===== src/design/spsl_pkg.sv =====
package spsl_pkg;

  // Spectrum geometry
  localparam int FFT_POINTS = 2048;
  localparam int CNT_W      = 11;
  localparam logic [CNT_W-1:0] HALF_BINS = CNT_W'(FFT_POINTS / 2);
  localparam logic [CNT_W-1:0] CNT_MAX   = '1;

  // Field widths
  localparam int BIN_W   = 10;
  localparam int SAMP_W  = 16;
  localparam int SQ_W    = 31;
  localparam int PWR_W   = 32;
  localparam int SUM_W   = 34;
  localparam int INC_W   = 32;
  localparam int STEP_W  = 16;
  localparam int STAT_W  = 3;
  localparam int CMD_W   = 2;

  localparam logic [INC_W-1:0] RETUNE_STEP = INC_W'(5);

  // Command codes
  localparam logic [CMD_W-1:0] CMD_START = 2'd0;
  localparam logic [CMD_W-1:0] CMD_BIN   = 2'd1;
  localparam logic [CMD_W-1:0] CMD_ABORT = 2'd2;

  // Result status codes
  localparam logic [STAT_W-1:0] ST_RETUNE   = 3'd0;
  localparam logic [STAT_W-1:0] ST_LOCKED   = 3'd1;
  localparam logic [STAT_W-1:0] ST_SWEEPEND = 3'd2;
  localparam logic [STAT_W-1:0] ST_NOMODE   = 3'd3;
  localparam logic [STAT_W-1:0] ST_ABORTED  = 3'd4;

  // Register map
  localparam int CFG_IDX_W = 3;
  localparam int CFG_DAT_W = 32;
  localparam logic [CFG_IDX_W-1:0] REG_START_PHASE = 3'd0;
  localparam logic [CFG_IDX_W-1:0] REG_STEP_LIMIT  = 3'd1;
  localparam logic [CFG_IDX_W-1:0] REG_LOW_BIN     = 3'd2;
  localparam logic [CFG_IDX_W-1:0] REG_CENTER_BIN  = 3'd3;
  localparam logic [CFG_IDX_W-1:0] REG_HIGH_BIN    = 3'd4;

  typedef struct packed {
    logic [INC_W-1:0]  start_phase_inc;
    logic [STEP_W-1:0] step_limit;
    logic [BIN_W-1:0]  low_bin;
    logic [BIN_W-1:0]  center_bin;
    logic [BIN_W-1:0]  high_bin;
  } cfg_t;

  // One beat leaving the power pipeline
  typedef struct packed {
    logic [CMD_W-1:0] cmd;
    logic             last;
    logic [PWR_W-1:0] pwr;
  } item_t;

endpackage


===== src/design/spsl_cfg.sv =====
module spsl_cfg
  import spsl_pkg::*;
(
  input  logic                 clk,
  input  logic                 rst,
  input  logic                 wr_en,
  input  logic [CFG_IDX_W-1:0] wr_index,
  input  logic [CFG_DAT_W-1:0] wr_data,
  output cfg_t                 cfg
);

  // Register file; writes to unmapped indexes are dropped
  always_ff @(posedge clk) begin
    if (rst) begin
      cfg.start_phase_inc <= INC_W'(10325473);
      cfg.step_limit      <= STEP_W'(2000);
      cfg.low_bin         <= BIN_W'(201);
      cfg.center_bin      <= BIN_W'(205);
      cfg.high_bin        <= BIN_W'(209);
    end else if (wr_en) begin
      unique case (wr_index)
        REG_START_PHASE: cfg.start_phase_inc <= wr_data;
        REG_STEP_LIMIT:  cfg.step_limit      <= wr_data[STEP_W-1:0];
        REG_LOW_BIN:     cfg.low_bin         <= wr_data[BIN_W-1:0];
        REG_CENTER_BIN:  cfg.center_bin      <= wr_data[BIN_W-1:0];
        REG_HIGH_BIN:    cfg.high_bin        <= wr_data[BIN_W-1:0];
        default: ;
      endcase
    end
  end

endmodule


===== src/design/spsl_power.sv =====
module spsl_power
  import spsl_pkg::*;
(
  input  logic                     clk,
  input  logic                     rst,
  input  logic                     in_valid,
  output logic                     in_ready,
  input  logic [CMD_W-1:0]         cmd,
  input  logic signed [SAMP_W-1:0] bin_re,
  input  logic signed [SAMP_W-1:0] bin_im,
  input  logic                     last_bin,
  output logic                     item_valid,
  input  logic                     item_ready,
  output item_t                    item
);

  // Stage 1: input register
  logic                     v1;
  logic [CMD_W-1:0]         cmd1;
  logic                     last1;
  logic signed [SAMP_W-1:0] re1, im1;
  // Stage 2: squares
  logic                     v2;
  logic [CMD_W-1:0]         cmd2;
  logic                     last2;
  logic [SQ_W-1:0]          sq_re2, sq_im2;
  // Stage 3: bin power
  logic                     v3;

  logic ld1, ld2, ld3;
  logic signed [2*SAMP_W-1:0] sq_re_full, sq_im_full;

  // Elastic advance: a stage loads when it is empty or its content moves on
  assign ld3      = !v3 || item_ready;
  assign ld2      = !v2 || ld3;
  assign ld1      = !v1 || ld2;
  assign in_ready = ld1;

  assign sq_re_full = (2*SAMP_W)'(re1) * (2*SAMP_W)'(re1);
  assign sq_im_full = (2*SAMP_W)'(im1) * (2*SAMP_W)'(im1);

  always_ff @(posedge clk) begin
    if (rst) begin
      v1 <= 1'b0;
      v2 <= 1'b0;
      v3 <= 1'b0;
    end else begin
      if (ld1) v1 <= in_valid;
      if (ld2) v2 <= v1;
      if (ld3) v3 <= v2;
    end
  end

  // Payload, no reset
  always_ff @(posedge clk) begin
    if (ld1) begin
      cmd1  <= cmd;
      last1 <= last_bin;
      re1   <= bin_re;
      im1   <= bin_im;
    end
    if (ld2) begin
      cmd2   <= cmd1;
      last2  <= last1;
      sq_re2 <= sq_re_full[SQ_W-1:0];
      sq_im2 <= sq_im_full[SQ_W-1:0];
    end
    if (ld3) begin
      item.cmd  <= cmd2;
      item.last <= last2;
      item.pwr  <= PWR_W'({1'b0, sq_re2}) + PWR_W'({1'b0, sq_im2});
    end
  end

  assign item_valid = v3;

endmodule


===== src/design/spsl_exec.sv =====
module spsl_exec
  import spsl_pkg::*;
(
  input  logic              clk,
  input  logic              rst,
  input  cfg_t              cfg,
  input  logic              item_valid,
  output logic              item_ready,
  input  item_t             item,
  output logic              out_valid,
  input  logic              out_ready,
  output logic [STAT_W-1:0] status,
  output logic [INC_W-1:0]  phase_out,
  output logic [SUM_W-1:0]  peak_power,
  output logic [STEP_W-1:0] step_index
);

  // Sweep state
  logic [CNT_W-1:0]  bin_counter, bin_counter_next;
  logic [SUM_W-1:0]  low_sum, low_sum_next;
  logic [SUM_W-1:0]  ctr_sum, ctr_sum_next;
  logic [SUM_W-1:0]  high_sum, high_sum_next;
  logic [SUM_W-1:0]  prev_ctr, prev_ctr_next;
  logic              have_prev, have_prev_next;
  logic [SUM_W-1:0]  best_ctr, best_ctr_next;
  logic [INC_W-1:0]  best_inc, best_inc_next;
  logic              have_dom, have_dom_next;
  logic [INC_W-1:0]  cur_inc, cur_inc_next;
  logic [STEP_W-1:0] steps, steps_next;
  logic              sweeping, sweeping_next;

  logic              emit, fire, rising, lock;
  logic [STAT_W-1:0] st;
  logic [INC_W-1:0]  ph;
  logic [SUM_W-1:0]  pwr, l_new, c_new, h_new;

  // Bin index within centre +/- 1, clipped to the lower half spectrum
  function automatic logic in_band(logic [CNT_W-1:0] idx, logic [BIN_W-1:0] ctr);
    logic [CNT_W-1:0] lo, hi;
    lo = (ctr > BIN_W'(1)) ? CNT_W'(ctr) - CNT_W'(1) : '0;
    hi = CNT_W'(ctr) + CNT_W'(1);
    if (hi >= HALF_BINS) hi = HALF_BINS - CNT_W'(1);
    return (idx < HALF_BINS) && (idx >= lo) && (idx <= hi);
  endfunction

  assign pwr   = SUM_W'(item.pwr);
  assign l_new = in_band(bin_counter, cfg.low_bin)    ? low_sum  + pwr : low_sum;
  assign c_new = in_band(bin_counter, cfg.center_bin) ? ctr_sum  + pwr : ctr_sum;
  assign h_new = in_band(bin_counter, cfg.high_bin)   ? high_sum + pwr : high_sum;

  assign rising = have_prev && (c_new > prev_ctr) && (c_new > l_new) && (c_new > h_new);

  // Next-state and result for the beat at the head
  always_comb begin
    bin_counter_next = bin_counter;
    low_sum_next     = low_sum;
    ctr_sum_next     = ctr_sum;
    high_sum_next    = high_sum;
    prev_ctr_next    = prev_ctr;
    have_prev_next   = have_prev;
    best_ctr_next    = best_ctr;
    best_inc_next    = best_inc;
    have_dom_next    = have_dom;
    cur_inc_next     = cur_inc;
    steps_next       = steps;
    sweeping_next    = sweeping;
    emit             = 1'b0;
    lock             = 1'b0;
    st               = ST_RETUNE;
    ph               = cur_inc;

    unique case (item.cmd)
      CMD_START: begin
        bin_counter_next = '0;
        low_sum_next     = '0;
        ctr_sum_next     = '0;
        high_sum_next    = '0;
        prev_ctr_next    = '0;
        have_prev_next   = 1'b0;
        best_ctr_next    = '0;
        best_inc_next    = '0;
        have_dom_next    = 1'b0;
        cur_inc_next     = cfg.start_phase_inc;
        steps_next       = '0;
        emit             = 1'b1;
        ph               = cfg.start_phase_inc;
        if (cfg.step_limit == '0) begin
          sweeping_next = 1'b0;
          st            = ST_NOMODE;
        end else begin
          sweeping_next = 1'b1;
          st            = ST_RETUNE;
        end
      end
      CMD_ABORT: begin
        if (sweeping) begin
          sweeping_next    = 1'b0;
          bin_counter_next = '0;
          low_sum_next     = '0;
          ctr_sum_next     = '0;
          high_sum_next    = '0;
          emit             = 1'b1;
          st               = ST_ABORTED;
        end
      end
      CMD_BIN: begin
        if (sweeping) begin
          low_sum_next     = l_new;
          ctr_sum_next     = c_new;
          high_sum_next    = h_new;
          bin_counter_next = (bin_counter != CNT_MAX) ? bin_counter + CNT_W'(1)
                                                      : bin_counter;
          // End of frame: hill-climb decision
          if (item.last) begin
            bin_counter_next = '0;
            low_sum_next     = '0;
            ctr_sum_next     = '0;
            high_sum_next    = '0;
            emit             = 1'b1;
            if (rising) begin
              if (!have_dom || c_new >= best_ctr) begin
                have_dom_next = 1'b1;
                best_ctr_next = c_new;
                best_inc_next = cur_inc;
              end else begin
                lock = 1'b1;
              end
            end else if (have_dom) begin
              lock = 1'b1;
            end

            if (lock) begin
              sweeping_next = 1'b0;
              st            = ST_LOCKED;
              ph            = best_inc;
            end else begin
              prev_ctr_next  = c_new;
              have_prev_next = 1'b1;
              cur_inc_next   = cur_inc + RETUNE_STEP;
              steps_next     = steps + STEP_W'(1);
              if (steps_next >= cfg.step_limit) begin
                sweeping_next = 1'b0;
                st            = have_dom_next ? ST_SWEEPEND : ST_NOMODE;
                ph            = have_dom_next ? best_inc_next : cur_inc_next;
              end else begin
                st = ST_RETUNE;
                ph = cur_inc_next;
              end
            end
          end
        end
      end
      default: ;
    endcase
  end

  // Beats without a result never wait on the output register
  assign item_ready = !out_valid || out_ready || !emit;
  assign fire       = item_valid && item_ready;

  always_ff @(posedge clk) begin
    if (rst) begin
      bin_counter <= '0;
      low_sum     <= '0;
      ctr_sum     <= '0;
      high_sum    <= '0;
      prev_ctr    <= '0;
      have_prev   <= 1'b0;
      best_ctr    <= '0;
      best_inc    <= '0;
      have_dom    <= 1'b0;
      cur_inc     <= '0;
      steps       <= '0;
      sweeping    <= 1'b0;
      out_valid   <= 1'b0;
    end else begin
      if (fire) begin
        bin_counter <= bin_counter_next;
        low_sum     <= low_sum_next;
        ctr_sum     <= ctr_sum_next;
        high_sum    <= high_sum_next;
        prev_ctr    <= prev_ctr_next;
        have_prev   <= have_prev_next;
        best_ctr    <= best_ctr_next;
        best_inc    <= best_inc_next;
        have_dom    <= have_dom_next;
        cur_inc     <= cur_inc_next;
        steps       <= steps_next;
        sweeping    <= sweeping_next;
      end
      if (fire && emit) begin
        out_valid <= 1'b1;
      end else if (out_ready) begin
        out_valid <= 1'b0;
      end
    end
  end

  // Result payload, no reset
  always_ff @(posedge clk) begin
    if (fire && emit) begin
      status     <= st;
      phase_out  <= ph;
      peak_power <= best_ctr_next;
      step_index <= steps_next;
    end
  end

endmodule


===== src/design/spectral_peak_sweep_lock.sv =====
// Sweep controller that hill-climbs an oscillator onto a spectral mode.
//
// Input channel (in_valid/in_ready): one beat per command. cmd start loads
// start_phase_inc and reports it; cmd bin carries one FFT bin (bin_re,
// bin_im) of the running frame, last_bin marking the frame's final bin;
// cmd abort ends a running sweep. Bins and aborts while idle give nothing.
// Output channel (out_valid/out_ready): at most one result beat per input
// beat: status, phase_out to program, peak_power, step_index.
// Register port (wr_en/wr_index/wr_data): single-cycle writes, idle only.
//
// Pipeline: an accepted input beat passes the input register, square stage,
// power stage and execute stage, whose output register shows the result.
// Throughput: one beat per cycle while no result stalls, set by the execute
// stage, which adds a bin's power into the band sums and decides the frame.
// Reset empties the pipeline, drops out_valid, loads the register defaults
// and leaves the sweep idle. When the receiver stalls, the pending result
// holds in the output register; bins that produce no result keep flowing,
// and in_ready falls once a result-producing beat waits behind it.
module spectral_peak_sweep_lock
  import spsl_pkg::*;
(
  input  logic                     clk,
  input  logic                     rst,
  input  logic                     in_valid,
  output logic                     in_ready,
  input  logic [CMD_W-1:0]         cmd,
  input  logic signed [SAMP_W-1:0] bin_re,
  input  logic signed [SAMP_W-1:0] bin_im,
  input  logic                     last_bin,
  output logic                     out_valid,
  input  logic                     out_ready,
  output logic [STAT_W-1:0]        status,
  output logic [INC_W-1:0]         phase_out,
  output logic [SUM_W-1:0]         peak_power,
  output logic [STEP_W-1:0]        step_index,
  input  logic                     wr_en,
  input  logic [CFG_IDX_W-1:0]     wr_index,
  input  logic [CFG_DAT_W-1:0]     wr_data
);

  cfg_t  cfg;
  item_t item;
  logic  item_valid, item_ready;

  spsl_cfg u_cfg (
    .clk      (clk),
    .rst      (rst),
    .wr_en    (wr_en),
    .wr_index (wr_index),
    .wr_data  (wr_data),
    .cfg      (cfg)
  );

  spsl_power u_power (
    .clk        (clk),
    .rst        (rst),
    .in_valid   (in_valid),
    .in_ready   (in_ready),
    .cmd        (cmd),
    .bin_re     (bin_re),
    .bin_im     (bin_im),
    .last_bin   (last_bin),
    .item_valid (item_valid),
    .item_ready (item_ready),
    .item       (item)
  );

  spsl_exec u_exec (
    .clk        (clk),
    .rst        (rst),
    .cfg        (cfg),
    .item_valid (item_valid),
    .item_ready (item_ready),
    .item       (item),
    .out_valid  (out_valid),
    .out_ready  (out_ready),
    .status     (status),
    .phase_out  (phase_out),
    .peak_power (peak_power),
    .step_index (step_index)
  );

endmodule


===== config.mk =====
export PLATFORM = sky130hd
export DESIGN_NAME = spectral_peak_sweep_lock
export DESIGN_NICKNAME = d
export VERILOG_FILES = /design/src/design/spsl_pkg.sv /design/src/design/spsl_cfg.sv /design/src/design/spsl_power.sv /design/src/design/spsl_exec.sv /design/src/design/spectral_peak_sweep_lock.sv
export SDC_FILE = /design/constraint.sdc
export NUM_CORES = 2
export LEC_CHECK = 0
export ABC_AREA = 0
export BUFFER_PORTS_ARGS = -buffer_cell sky130_fd_sc_hd__buf_4
export CAP_MARGIN = 20
export CORE_UTILIZATION = 65
export DETAILED_ROUTE_END_ITERATION = 10
export PLACE_DENSITY_LB_ADDON = 0.05
export SYNTH_ARGS = -nofsm -noshare
export SYNTH_HDL_FRONTEND = slang
export SYNTH_SLANG_ARGS = --single-unit

===== constraint.sdc =====
create_clock -name clk -period 10.05 [get_ports clk]
set_input_delay 2.01 -clock clk [delete_from_list [all_inputs] [get_ports clk]]
set_output_delay 2.01 -clock clk [all_outputs]
set_load 0.05 [all_outputs]

==> impl_metrics.tcl <==
set metrics [dict create \
    top_layer_used "met4" \
    crit_family "compound AO/OA/AOI/OAI gates" \
    dieArea_mm2 0.0815 \
    syn_inst 5756 \
    row_count 103 \
    wl_met1_um 57100 \
    cts_root_buffer "clkbuf_16" \
    cp.required_ps 10590 \
    synth.avg_cell_area_um2 9.08 \
    dieHeight_um 286 \
    ys_ff_latch 564 \
    area_growth_pct 8.47 \
    wl_met3_um 9520 \
    post_cts.repair.setup_buffers 0 \
    seq_power_share_pct 20.3 \
    n_antenna_cell 0 \
    numCtsBuffers 67 \
    path_clk_slew_ps 60 \
    clock_latency_ps 650 \
    cp.buffers_inverters 1 \
    htree_levels 3 \
    cpPeakStageDelay_ps 870 \
    drc_errors 0 \
    dieWidth_um 286 \
    core_area_mm2 0.0793 \
    cp_max_fo 40 \
    r2r_slack_ps 1320 \
    status "finished, final reports clean" \
    numPortBuffers 161 \
    ant_nets 0 \
    dr.pass1.iters 7 \
    power.switching_mw 7.72 \
    clkPwrFrac_pct 14.7 \
    seq_area_frac_synth_pct 25.8 \
    ys_warn_count 0 \
    final_cell_area_mm2 0.0567 \
    gp_congestion 0.945 \
    globalRouteOverflowTotal 0 \
    synthFlopType "dfxtp_1" \
    cp-start-kind "flop" \
    initial_utilization_pct 65.9 \
    clk_path_buf_depth 3 \
    combPwrFrac_pct 65.1 \
    synth_largest_area_cell "fa_1" \
    cts_tree "yes" \
    fin_nets 6860 \
    setup_tns_ps 0 \
    crit_top_cell "nor2_1" \
    synth_area_leaders "fa_1, dfxtp_1, edfxtp_1" \
    synthDistinctLibCells 90 \
    setup_viol_count_final 0 \
    worstPathArrival_ps 9260 \
    relSlewSlack_pct 25.6 \
    slowest_stage "a21oi_4" \
    worst_pin_slew_ps 1110 \
    cts-resized-gates 0 \
    placed_area_mm2 0.0544 \
    cts_hold_buf 0 \
    wl_um 135000 \
    async_flop_share_pct 0 \
    vias 42200 \
    netlist_area_mm2 0.0523 \
    met2_length_um 64200 \
    ioPinCount 162 \
    maxSlewViolCount 0 \
    period_share_pct 86.8 \
    synth_top_area_share_pct 17.9 \
    switching_share_pct 44.8 \
    drt_iter0_drc 3429 \
    fillCellCount 6162 \
    end_kind "flop" \
    total_power_mw 17.2 \
    power.density_mw_per_mm2 304 \
    finalCriticalPeriod_ps 8730 \
    clock.fmax_ghz 0.115 \
    clkSinkCount 564 \
    fin_worst_skew_ps 42.0 \
    min_path_type "reg2reg" \
    grt_pass1_vias 41600 \
    rsz0062_at_grt "false" \
    irDropWorstVdd_mv 1.05 \
    viasPerCell 6.12 \
    grt_max_degree 121 \
    cap_viol_max_count 0 \
    intPower_mw 9.49 \
    drive_above_1_share_pct 6.98 \
    p_leak_nw 25.5 \
    grt_pass1_wl_um 218000 \
    hpwl_um 101000 \
    antenna_found_initial 0 \
    hold_viol 0 \
    drt-wirelength-per-cell_um 19.6 \
    synth_edf_count 218 \
    grtUsageTotal_pct 33.3 \
    crit_type "reg2reg" \
]
## worst paths after layout
path	start	end	cells after the start
min	u_power.cmd2[1]$_DFFE_PP_	u_power.item[34]$_DFFE_PP_	0
max	u_cfg.cfg[14]$_SDFFE_PP0P_	u_exec.cur_inc[24]$_SDFFE_PP0P_	27
min reg2reg	u_power.cmd2[1]$_DFFE_PP_	u_power.item[34]$_DFFE_PP_	0
max reg2reg	u_cfg.cfg[14]$_SDFFE_PP0P_	u_exec.cur_inc[24]$_SDFFE_PP0P_	27
## metrics by stage
| stage | utilization [%] | hold WS (ps) | instances | setup WS, ps |
|---|---|---|---|---|
| floorplan | - | 400 | 5758 | 2840 |
| finish | 71.5 | 405 | 6897 | 1320 |
| detailed placement | 68.6 | 416 | 6775 | 1350 |
| global placement | 68.6 | 403 | 6775 | 1550 |
| CTS | 71.5 | 409 | 6896 | 1330 |
| global route | 71.5 | 427 | 6897 | 309 |
## sequential cells by signal, indices dropped and copies added, names as in the netlist, 34 cells and up
name,flops
u_cfg.cfg,78
u_exec.best_ctr,34
u_exec.ctr_sum,34
u_exec.high_sum,34
u_exec.low_sum,34
u_exec.peak_power,34
u_exec.prev_ctr,34
u_power.item,35
## layer usage
metal  vias to the layer above  track usage, %
li1                      19800               -
met1                     20500            44.7
met2                      1579            55.5
met3                       281            4.39
met4                         0            11.5
met5                         -               0
## power groups by stage
stage	sequential, mW	combinational [mW]	clock (mW)
CTS	3.48	11.2	2.55
detailed placement	3.53	11.1	0
finish	3.49	11.2	2.52
floorplan	3.36	8.55	0
global placement	3.52	10.8	0
global route	3.50	12.6	2.64
## area by class of cell
type,count,area [um2],share of cell area (%)
multi-input cells,4171,35000,61.8
clock buffers,86,1800,3.17
repair buffers,228,1730,3.06
flip-flops and latches,564,13500,23.8
clock inverters,35,480,0.848
well taps,1050,1310,2.32
inverters,763,2870,5.05
## Yosys cell counts, drive strengths merged (49+ instances only)
cell      n
xor2     89
nor3     60
a31oi    58
ha      522
fa      468
edfxtp  218
o21ai   187
xnor2   150
inv     761
a21o     98
a21oi   321
dfxtp   346
nand3   164
nor2    348
nand2   574
o211ai   63
a22oi    63
nand4    49
and2    113
o21a     54
clkbuf  219
mux2i    74
a211oi   56
a22o     74
## placed cells by master (no fill, tap or decap), drive strengths merged, types with 63 or more instances in the layout
master / count
a21o: 98
a21oi: 321
a22o: 74
a22oi: 63
and2: 113
buf: 227
clkbuf: 87
dfxtp: 346
edfxtp: 218
fa: 468
ha: 522
inv: 764
mux2i: 74
nand2: 574
nand3: 164
nor2: 348
o211ai: 63
o21ai: 187
xnor2: 150
xor2: 89
## logic make-up (layout without fill, tap and decap cells)
family / count (synthesis) / after routing / synth area share [%]
muxes: 84 / 84 / 1.66
other: 1 / 3 / 0.00718
buffers and inverters: 1023 / 1112 / 7.44
AOI/OAI and AO/OA: 1255 / 1255 / 16.2
and+or+nand+nor: 1600 / 1600 / 14.5
adders and majority gates: 990 / 990 / 30.4
DFF: 564 / 564 / 25.8
xor gates and xnor gates: 239 / 239 / 4.01
No activity file was read; power rests on OpenSTA's default activity.
